### config.mk
export PLATFORM = sky130hd
export DESIGN_NAME = scan_heartbeat_supervisor
export DESIGN_NICKNAME = d
export VERILOG_FILES = /design/src/shs_pkg.sv /design/src/scan_heartbeat_supervisor.sv
export SDC_FILE = /design/constraint.sdc
export NUM_CORES = 1
export LEC_CHECK = 0
export BUFFER_PORTS_ARGS = -buffer_cell sky130_fd_sc_hd__buf_2
export CAP_MARGIN = 10
export CORE_ASPECT_RATIO = 0.8
export CORE_MARGIN = 3
export CORE_UTILIZATION = 55
export DETAILED_ROUTE_END_ITERATION = 8
export PLACE_DENSITY = 0.75
export SLEW_MARGIN = 20
export SYNTH_ARGS = -nofsm -noshare
export SYNTH_HDL_FRONTEND = slang
export SYNTH_SLANG_ARGS = --single-unit
### constraint.sdc
create_clock -name clk_i -period 4.9 [get_ports clk_i]
set_input_delay 0.98 -clock clk_i [delete_from_list [all_inputs] [get_ports clk_i]]
set_output_delay 0.98 -clock clk_i [all_outputs]
set_load 0.01 [all_outputs]
### src/shs_pkg.sv
// ----------------------------------------------------------------------------
// shs_pkg: scan heartbeat supervisor shared definitions
// Command codes, event codes, phase codes and configuration constants.
// ----------------------------------------------------------------------------
package shs_pkg;

  localparam int unsigned FuncW  = 3;
  localparam int unsigned EvtW   = 3;
  localparam int unsigned PhaseW = 2;
  localparam int unsigned CfgW   = 16;
  localparam int unsigned CfgIdxW = 2;
  localparam int unsigned ElapW  = 32;
  localparam int unsigned ThrW   = 26;
  localparam int unsigned TgtW   = 16;

  localparam logic [9:0] MS_PER_S = 10'd1000;

  typedef enum logic [FuncW-1:0] {
    FUNC_START     = 3'd0,
    FUNC_GOTO      = 3'd1,
    FUNC_SCAN_TICK = 3'd2,
    FUNC_GOTO_TICK = 3'd3,
    FUNC_STATUS    = 3'd4
  } func_e;

  typedef enum logic [EvtW-1:0] {
    EV_NONE          = 3'd0,
    EV_STARTED       = 3'd1,
    EV_COMPLETED     = 3'd2,
    EV_TRIG_TIMEOUT  = 3'd3,
    EV_SCAN_TIMEOUT  = 3'd4,
    EV_GOTO_REJECTED = 3'd5,
    EV_GOTO_ENDED    = 3'd6
  } evt_e;

  typedef enum logic [PhaseW-1:0] {
    PH_IDLE      = 2'd0,
    PH_TRIGGERED = 2'd1,
    PH_RUNNING   = 2'd2
  } phase_e;

  typedef enum logic [CfgIdxW-1:0] {
    REG_BEAT_INTERVAL = 2'd0,
    REG_TRIG_TIMEOUT  = 2'd1,
    REG_SCAN_TIMEOUT  = 2'd2,
    REG_GOTO_TIMEOUT  = 2'd3
  } reg_idx_e;

  localparam logic [CfgW-1:0] BEAT_INTERVAL_RST = 16'd100;
  localparam logic [ThrW-1:0] TRIG_THR_RST      = 26'd10000;
  localparam logic [ThrW-1:0] SCAN_THR_RST      = 26'd600000;
  localparam logic [ThrW-1:0] GOTO_THR_RST      = 26'd10000;

  function automatic logic [ThrW-1:0] to_ms(input logic [CfgW-1:0] sec);
    return ThrW'(sec) * ThrW'(MS_PER_S);
  endfunction

endpackage

### src/scan_heartbeat_supervisor.sv
// Path: a beat is held in the input register; its result in the result register.
// Throughput: one beat per cycle unless stalled; the state update for one beat fits
//   between the input register and the result register.
// Stalls: the input register holds while the result register is full and stalled.
// Reset: asynchronous; clears phase, timer, heartbeat, go-to and valid state (not the
//   command or result data) and loads the default intervals and timeouts. No clearing pass.
// ----------------------------------------------------------------------------
// scan_heartbeat_supervisor
// Heartbeat, scan and go-to supervision with elapsed-time timeouts.
// ----------------------------------------------------------------------------
module scan_heartbeat_supervisor (
  input  logic                          clk_i,
  input  logic                          rst_ni,
  input  logic                          cfg_we_i,
  input  logic [shs_pkg::CfgIdxW-1:0]   cfg_idx_i,
  input  logic [shs_pkg::CfgW-1:0]      cfg_wdata_i,
  input  logic                          in_valid_i,
  output logic                          in_stall_o,
  input  logic [shs_pkg::FuncW-1:0]     func_i,
  input  logic                          status_flag_i,
  input  logic [shs_pkg::TgtW-1:0]      goto_value_i,
  output logic                          out_valid_o,
  input  logic                          out_stall_i,
  output logic                          send_telegram_o,
  output logic                          heartbeat_bit_o,
  output logic                          scan_enable_o,
  output logic                          goto_enable_o,
  output logic [shs_pkg::TgtW-1:0]      goto_target_o,
  output logic [shs_pkg::PhaseW-1:0]    phase_o,
  output logic [shs_pkg::EvtW-1:0]      event_res_o
);

  // configuration
  logic [shs_pkg::CfgW-1:0] beat_ivl_q;
  logic [shs_pkg::ThrW-1:0] trig_thr_q, scan_thr_q, goto_thr_q;

  always_ff @(posedge clk_i or negedge rst_ni) begin
    if (!rst_ni) begin
      beat_ivl_q <= shs_pkg::BEAT_INTERVAL_RST;
      trig_thr_q <= shs_pkg::TRIG_THR_RST;
      scan_thr_q <= shs_pkg::SCAN_THR_RST;
      goto_thr_q <= shs_pkg::GOTO_THR_RST;
    end else if (cfg_we_i) begin
      case (shs_pkg::reg_idx_e'(cfg_idx_i))
        shs_pkg::REG_BEAT_INTERVAL: beat_ivl_q <= cfg_wdata_i;
        shs_pkg::REG_TRIG_TIMEOUT:  trig_thr_q <= shs_pkg::to_ms(cfg_wdata_i);
        shs_pkg::REG_SCAN_TIMEOUT:  scan_thr_q <= shs_pkg::to_ms(cfg_wdata_i);
        shs_pkg::REG_GOTO_TIMEOUT:  goto_thr_q <= shs_pkg::to_ms(cfg_wdata_i);
        default: ;
      endcase
    end
  end

  // input register
  logic                        s1_valid_q;
  logic [shs_pkg::FuncW-1:0]   s1_func_q;
  logic                        s1_flag_q;
  logic [shs_pkg::TgtW-1:0]    s1_tgt_q;
  logic                        out_ready;
  logic                        adv;
  logic                        s1_load;

  assign out_ready  = !out_valid_o || !out_stall_i;
  assign adv        = s1_valid_q && out_ready;
  assign in_stall_o = s1_valid_q && !out_ready;
  assign s1_load    = in_valid_i && !in_stall_o;

  always_ff @(posedge clk_i or negedge rst_ni) begin
    if (!rst_ni) begin
      s1_valid_q <= 1'b0;
    end else if (s1_load) begin
      s1_valid_q <= 1'b1;
    end else if (adv) begin
      s1_valid_q <= 1'b0;
    end
  end

  always_ff @(posedge clk_i) begin
    if (s1_load) begin
      s1_func_q <= func_i;
      s1_flag_q <= status_flag_i;
      s1_tgt_q  <= goto_value_i;
    end
  end

  // supervisor state
  logic                        trig_q, trig_d;
  logic                        run_q, run_d;
  logic                        stmr_q, stmr_d;
  logic                        gtmr_q, gtmr_d;
  logic [shs_pkg::ElapW-1:0]   sel_q, sel_d;
  logic [shs_pkg::ElapW-1:0]   gel_q, gel_d;
  logic                        beat_q, beat_d;
  logic                        sen_q, sen_d;
  logic                        gen_q, gen_d;
  logic [shs_pkg::TgtW-1:0]    tgt_q, tgt_d;
  logic                        send_d;
  shs_pkg::evt_e               evt_d;
  shs_pkg::phase_e             phase_d;

  logic [shs_pkg::ElapW:0]     s_sum, g_sum;
  logic [shs_pkg::ElapW-1:0]   s_sat, g_sat;

  always_comb begin
    trig_d  = trig_q;
    run_d   = run_q;
    stmr_d  = stmr_q;
    gtmr_d  = gtmr_q;
    sel_d   = sel_q;
    gel_d   = gel_q;
    beat_d  = beat_q;
    sen_d   = sen_q;
    gen_d   = gen_q;
    tgt_d   = tgt_q;
    send_d  = 1'b0;
    evt_d   = shs_pkg::EV_NONE;
    s_sum   = {1'b0, sel_q} + (shs_pkg::ElapW+1)'(beat_ivl_q);
    g_sum   = {1'b0, gel_q} + (shs_pkg::ElapW+1)'(beat_ivl_q);
    s_sat   = s_sum[shs_pkg::ElapW] ? '1 : s_sum[shs_pkg::ElapW-1:0];
    g_sat   = g_sum[shs_pkg::ElapW] ? '1 : g_sum[shs_pkg::ElapW-1:0];
    case (shs_pkg::func_e'(s1_func_q))
      shs_pkg::FUNC_START: begin
        stmr_d = 1'b1;
        sel_d  = '0;
        trig_d = 1'b1;
        run_d  = 1'b0;
        beat_d = 1'b1;
        sen_d  = 1'b1;
        send_d = 1'b1;
      end
      shs_pkg::FUNC_GOTO: begin
        if (!trig_q && !run_q) begin
          gel_d  = '0;
          gtmr_d = 1'b1;
          sel_d  = '0;
          beat_d = 1'b1;
          gen_d  = 1'b1;
          tgt_d  = s1_tgt_q;
          send_d = 1'b1;
        end else begin
          evt_d = shs_pkg::EV_GOTO_REJECTED;
        end
      end
      shs_pkg::FUNC_SCAN_TICK: begin
        if (stmr_q) begin
          sel_d  = s_sat;
          send_d = 1'b1;
          if ((s_sat > shs_pkg::ElapW'(trig_thr_q)) && !run_q && trig_q) begin
            // drop the scan: no acknowledge in time
            trig_d = 1'b0;
            run_d  = 1'b0;
            stmr_d = 1'b0;
            beat_d = 1'b0;
            sen_d  = 1'b0;
            evt_d  = shs_pkg::EV_TRIG_TIMEOUT;
          end else if ((s_sat > shs_pkg::ElapW'(scan_thr_q)) && run_q && trig_q) begin
            trig_d = 1'b0;
            run_d  = 1'b0;
            stmr_d = 1'b0;
            beat_d = 1'b0;
            sen_d  = 1'b0;
            evt_d  = shs_pkg::EV_SCAN_TIMEOUT;
          end else begin
            beat_d = !beat_q;
          end
        end
      end
      shs_pkg::FUNC_GOTO_TICK: begin
        if (gtmr_q) begin
          send_d = 1'b1;
          if (gel_q < shs_pkg::ElapW'(goto_thr_q)) begin
            gel_d  = g_sat;
            beat_d = !beat_q;
          end else begin
            gtmr_d = 1'b0;
            beat_d = 1'b0;
            gen_d  = 1'b0;
            evt_d  = shs_pkg::EV_GOTO_ENDED;
          end
        end
      end
      shs_pkg::FUNC_STATUS: begin
        if (trig_q && !run_q && s1_flag_q) begin
          run_d = 1'b1;
          evt_d = shs_pkg::EV_STARTED;
        end else if (trig_q && run_q && !s1_flag_q) begin
          trig_d = 1'b0;
          run_d  = 1'b0;
          stmr_d = 1'b0;
          beat_d = 1'b0;
          sen_d  = 1'b0;
          send_d = 1'b1;
          evt_d  = shs_pkg::EV_COMPLETED;
        end
      end
      default: ;
    endcase
    if (run_d) begin
      phase_d = shs_pkg::PH_RUNNING;
    end else if (trig_d) begin
      phase_d = shs_pkg::PH_TRIGGERED;
    end else begin
      phase_d = shs_pkg::PH_IDLE;
    end
  end

  always_ff @(posedge clk_i or negedge rst_ni) begin
    if (!rst_ni) begin
      trig_q <= 1'b0;
      run_q  <= 1'b0;
      stmr_q <= 1'b0;
      gtmr_q <= 1'b0;
      sel_q  <= '0;
      gel_q  <= '0;
      beat_q <= 1'b0;
      sen_q  <= 1'b0;
      gen_q  <= 1'b0;
      tgt_q  <= '0;
    end else if (adv) begin
      trig_q <= trig_d;
      run_q  <= run_d;
      stmr_q <= stmr_d;
      gtmr_q <= gtmr_d;
      sel_q  <= sel_d;
      gel_q  <= gel_d;
      beat_q <= beat_d;
      sen_q  <= sen_d;
      gen_q  <= gen_d;
      tgt_q  <= tgt_d;
    end
  end

  // result register
  logic                         out_valid_q;
  logic                         send_q, hb_q, sen_out_q, gen_out_q;
  logic [shs_pkg::TgtW-1:0]     tgt_out_q;
  logic [shs_pkg::PhaseW-1:0]   phase_q;
  logic [shs_pkg::EvtW-1:0]     evt_q;

  always_ff @(posedge clk_i or negedge rst_ni) begin
    if (!rst_ni) begin
      out_valid_q <= 1'b0;
    end else if (out_ready) begin
      out_valid_q <= s1_valid_q;
    end
  end

  always_ff @(posedge clk_i) begin
    if (adv) begin
      send_q    <= send_d;
      hb_q      <= beat_d;
      sen_out_q <= sen_d;
      gen_out_q <= gen_d;
      tgt_out_q <= tgt_d;
      phase_q   <= phase_d;
      evt_q     <= evt_d;
    end
  end

  assign out_valid_o     = out_valid_q;
  assign send_telegram_o = send_q;
  assign heartbeat_bit_o = hb_q;
  assign scan_enable_o   = sen_out_q;
  assign goto_enable_o   = gen_out_q;
  assign goto_target_o   = tgt_out_q;
  assign phase_o         = phase_q;
  assign event_res_o     = evt_q;

`ifndef SYNTH
  a_run_implies_trig: assert property (@(posedge clk_i) disable iff (!rst_ni)
    run_q |-> trig_q)
    else $error("scan running without trigger");

  a_scan_en_timer: assert property (@(posedge clk_i) disable iff (!rst_ni)
    sen_q == stmr_q)
    else $error("scan enable and scan timer disagree");

  a_goto_en_timer: assert property (@(posedge clk_i) disable iff (!rst_ni)
    gen_q == gtmr_q)
    else $error("go-to enable and go-to timer disagree");

  a_started_no_send: assert property (@(posedge clk_i) disable iff (!rst_ni)
    (out_valid_o && (event_res_o == shs_pkg::EV_STARTED)) |-> !send_telegram_o)
    else $error("telegram sent on scan start event");

  a_stall_needs_item: assert property (@(posedge clk_i) disable iff (!rst_ni)
    in_stall_o |-> (s1_valid_q && out_valid_q))
    else $error("input stalled with no pending beat");
`endif

endmodule

* Yosys cells after proc, flatten, opt, wreduce, memory -nomap -nowiden
Cells that the tools add are included.
Widths: inputs -> output; s select.
** Cells by class
- $add $sub $neg :: 2
- Multiply operators :: 1
- Reduce and logical (&&, ||, !) cells :: 35
- Magnitude comparators :: 3
- Multiplexer cells :: 69
- Equal/unequal tests :: 13
** Operators with widths (count)
- $mux 32 :: 6
- $pmux 32 s3 :: 1
- $add 32x16->33 :: 2
- $gt 32x26->1 :: 2
- $pmux 32 s2 :: 1
- $mux 1 :: 42
- $lt 32x26->1 :: 1
- $mux 16 :: 2
- $mul 16x7->23 const B :: 1
- $mux 3 :: 6
- $logic_and 1x1->1 :: 12
- $ne 2x2->1 const B :: 6
- $pmux 1 s3 :: 4
- $pmux 3 s4 :: 1
- $pmux 1 s5 :: 2
- $logic_not 1->1 :: 8
- $reduce_and 2->1 :: 4
- $reduce_and 4->1 :: 2
- $eq 3x2->1 const B :: 2
- $reduce_bool 3->1 :: 2
- $reduce_and 5->1 :: 1
- $eq 2x2->1 const B :: 2
- $mux 2 :: 2
- $pmux 1 s2 :: 2
- other kinds (8) :: 9
** Storage, ports and cells
- Logic and storage cells :: 149
- Input bits :: 43
- Flip-flop bits (word level) :: 219

* Depth between registers and ports, before layout
- Word-level depth :: 10
- Depth in mapped cells :: 20

* Least setup slack after synthesis
Ideal clock, no wire load.
- Path kind :: input port to flip-flop
- Start :: input port cfg_wdata_i[0] (netlist bit)
- End :: register scan_thr_q[25] (netlist bit)
- Stages on the path :: 16
- Library setup time :: 0.134 ns
- Arrival :: 5.019 ns
- Path slack :: -0.253 ns
- Path through :: fa_1 > fa_1 > inv_1 > fa_1 > inv_1 > fa_1 > ha_1 > o21ai_0 > nor2_1 > o311a_1 > o41ai_2 > a21oi_1 > a211o_1 > a31oi_1 > xnor2_1 > o21ai_0
** Between the ends
- Word-level cells in the longest chain between the ends :: 1
** Ends and longest elaborated chain
- start, declared :: line scan_heartbeat_supervisor.sv:16 : input logic [shs_pkg::CfgW-1:0] cfg_wdata_i,
- $mul 16x7->23 :: line shs_pkg.sv:55 : return ThrW'(sec) * ThrW'(MS_PER_S);
- end signal, assigned :: line scan_heartbeat_supervisor.sv:41 : scan_thr_q <= shs_pkg::SCAN_THR_RST;
- end signal, assigned :: line scan_heartbeat_supervisor.sv:47 : shs_pkg::REG_SCAN_TIMEOUT: scan_thr_q <= shs_pkg::to_ms(cfg_wdata_i);
- end, declared :: line scan_heartbeat_supervisor.sv:35 : logic [shs_pkg::ThrW-1:0] trig_thr_q, scan_thr_q, goto_thr_q;
Every way passes these cells.
A chain may end at the register's enable or synchronous reset.

* Final worst setup path
- Start :: input port cfg_wdata_i[1] (netlist bit)
- End :: register scan_thr_q[25] (netlist bit)
Same word-level chain as after synthesis.

==> flow_summary.toml <==
[timing]
drv_slew = 0
setup_viol = 0
max_slew_margin_pct = 29.1
finalWorstSetupSlack_ns = 0.0976
fin_worst_skew_ns = 0.0154
hold_viol = 0
rsz0062_at_grt = "true"
fin_crit_sh_pct = 98.0
setup-tns-final_ns = 0
timing.fmax_ghz = 0.208
worst_pin_slew_ns = 1.06
period_minus_slack_ns = 4.80
fin_hold_ws_ns = 0.439

[status]
status = "finished, final reports clean"

[finish]
area_growth_pct = 15.7
diodes = 0
nFillCells = 2101
fin_area_sq_um = 17400
nets = 1920
drive_gt1_share_pct = 19.3
final_cells = 2043

[floorplanning]
core_sq_um = 26500
fp.dieH_um = 154
chipWidth_um = 191
dieArea_sq_um = 29300
start_util_pct = 56.5
ios = 70
rows = 53

[detailed_routing]
wl_um = 38900
drt_iter0_drc = 1259
wl_per_cell_um = 19.0
dr_total_vias = 12300
ant_nets = 0
dr.pass1.iters = 5
routed_via_density = 6.02
drc = 0

[clock_network]
cts_tree = "built"
h-tree-depth = 1
cts.clk_slew.worst_paths_ns = 0.06
clk_latency_ns = 0.53
clockRootBuffer = "clkbuf_16"
cts_sinks = 219
cts_made_buffers = 24
clockBufferDepth = 3

[global_route]
grt_max_degree = 112
grt_pass1_wl_um = 63100
antenna_found_initial = 1
grt-ovfl-total = 0
grt_usage_pct = 26.8
grt_pass1_vias = 12100

[yosys]
synth_seq_cells = 219
synth_async_sr_flop_share_pct = 79.5
synth_warnings = 0
syn_avg_cell_area_sq_um = 9.82
yosysSeqAreaShare_pct = 38.2
synth_edf_count = 45
syn_area_sq_um = 15000
syn_inst = 1527
syn_nets = 1779
ys.flop_type = "dfrtp_1"
synth.distinct_cells = 78

[setup_path]
endpoint_kind = "flip-flop"
cp_max_fo = 4
r2r_start = "beat_ivl_q[0]"
cp_data_arrival_time_ns = 5.20
reg2reg_depth = 23
r2r-end = "run_q"
slowest_delay_ns = 0.56
crit_top_cell = "fa_1"
cpMaxStageDelayCell = "fa_1"
path_depth = 14
worst_setup_path_start_kind = "input port"
worst-path-buf-inv = 1
crit_family = "adder cells"
required_ns = 5.30
crit_type = "input port to flip-flop"
rrSetupSlack_ns = 0.12
crit_chain = "buf_8 > fa_1 > fa_1 > fa_1 > fa_1 > ha_4 > or3_4 > o311a_4 > o41ai_4 > a21oi_2 > a211o_1 > a31oi_4 > xnor2_2 > o21ai_1"

[placement]
portBuffers = 69
dpl-instance-area_sq_um = 16300
place_inst = 1994
gp_congestion = 0.933
pre_cts_slack_ns = -0.639
hpwl_um = 29300

[pwr]
power_density_nw_per_um2 = 531
ir_drop_mv = 0.341
power_leakage_nw = 8.15

[min_path]
holdCritPathClass = "input port to asynchronous set/reset pin"

[run]
drv_cap = 0
## cells in the mapped netlist, drive strengths merged (10+ instances only)
| cell | number | share of area (%) |
|---|---|---|
| a21o | 24 | 1.2 |
| xnor2 | 24 | 1.4 |
| nand2 | 185 | 4.6 |
| a31oi | 18 | 0.75 |
| a22o | 24 | 1.4 |
| nor2 | 72 | 1.8 |
| nand3 | 39 | 1.3 |
| o21a | 12 | 0.60 |
| fa | 56 | 7.5 |
| inv | 119 | 3.0 |
| nor3 | 31 | 1.1 |
| xor2 | 20 | 1.2 |
| nand2b | 12 | 0.50 |
| nand4 | 16 | 0.67 |
| ha | 153 | 13 |
| and3 | 16 | 0.67 |
| a21oi | 87 | 2.9 |
| edfxtp | 45 | 9.0 |
| dfstp | 21 | 3.7 |
| a211oi | 12 | 0.60 |
| clkbuf | 39 | 0.98 |
| o21ai | 140 | 4.7 |
| dfrtp | 153 | 26 |
| o21bai | 10 | 0.50 |
| mux2 | 49 | 3.7 |
## what timing repair did
action / in CTS / in global routing
setup endpoints to repair: 12 / 30
setup buffers: 3 / 2
hold buffers: 0 / 0
resized for setup: 7 / 37
pin swaps: 6 / 29
## cell usage in the layout (no fill, tap or decap), types with 29 or more instances in the layout
cell      netlist  final
a21oi_1        87     85
edfxtp_1       45     45
nor3_1         30     29
buf_2           3     65
dfrtp_1       153    152
nand3_1        39     38
inv_1         119    117
o21ai_0       138    127
mux2_2         49     49
ha_1          153    148
fa_1           56     54
nand2_1       184    183
buf_4           0     92
nor2_1         70     69
## final cells by class
class                           instances  area [sq um]  share of cell area (%)
Timing Repair Buffer                  163          1100                    6.37
Multi-Input combinational cell       1141          8810                    50.8
Inverter                              119           447                    2.57
Clock inverter                         11           126                   0.728
Sequential cell                       219          5730                    33.0
Clock buffer                           33           684                    3.94
Tap cell                              357           447                    2.57
## where the power goes
| group | switching [mW] | total (mW) | internal (mW) | leakage, nW |
|---|---|---|---|---|
| clock network | 0.767 | 1.86 | 1.09 | 0.399 |
| registers | 0.375 | 2.77 | 2.39 | 2.64 |
| logic | 2.51 | 4.58 | 2.07 | 5.11 |
| total | 3.65 | 9.21 | 5.55 | 8.15 |
## cell families after synthesis
kind of cell | count (synthesis) | share of synthesized area [%]
DFF | 219 | 38.2
buffers and inverters | 167 | 4.25
xor gates and xnor gates | 44 | 2.57
muxes | 52 | 3.88
adders and majority gates | 209 | 20.2
AOI/OAI and AO/OA | 404 | 17.3
and+or+nand+nor | 432 | 13.5
## sequential cells by signal (all words and copies together) (netlist names), 16 cells and up
| name | flops |
|---|---|
| goto_target_o | 16 |
| scan_thr_q | 23 |
| sel_q | 32 |
| s1_tgt_q | 16 |
| trig_thr_q | 23 |
| gel_q | 32 |
| tgt_q | 16 |
| goto_thr_q | 23 |
| beat_ivl_q | 16 |
## per-layer routing
layer,routed length [um],share of wire [%],GRT usage [%]
met5,13,0.033,0
met4,1350,3.5,9.29
met3,2780,7.2,4.95
met2,17200,44,40.2
met1,17500,45,39.2
## how the worst max path moves through the flow
stage	slack, ns	to	from
after floorplan	-0.23	scan_thr_q[25]	cfg_wdata_i[3]
after global placement	-0.54	trig_thr_q[25]	cfg_wdata_i[3]
after detailed placement	-0.64	scan_thr_q[25]	cfg_wdata_i[3]
after CTS	0.0006	scan_thr_q[25]	cfg_wdata_i[3]
after global routing	-0.05	trig_thr_q[25]	cfg_wdata_i[0]
final	0.1	scan_thr_q[25]	cfg_wdata_i[1]
## per-stage QoR
stage / util [%] / total power [mW]
after floorplan: - / 5.48
after global placement: 61.6 / 6.94
after detailed placement: 61.6 / 7.13
after CTS: 64.8 / 9.06
after global routing: 65.4 / 9.90
final: 65.4 / 9.21
(Power assumes the default switching activity.)
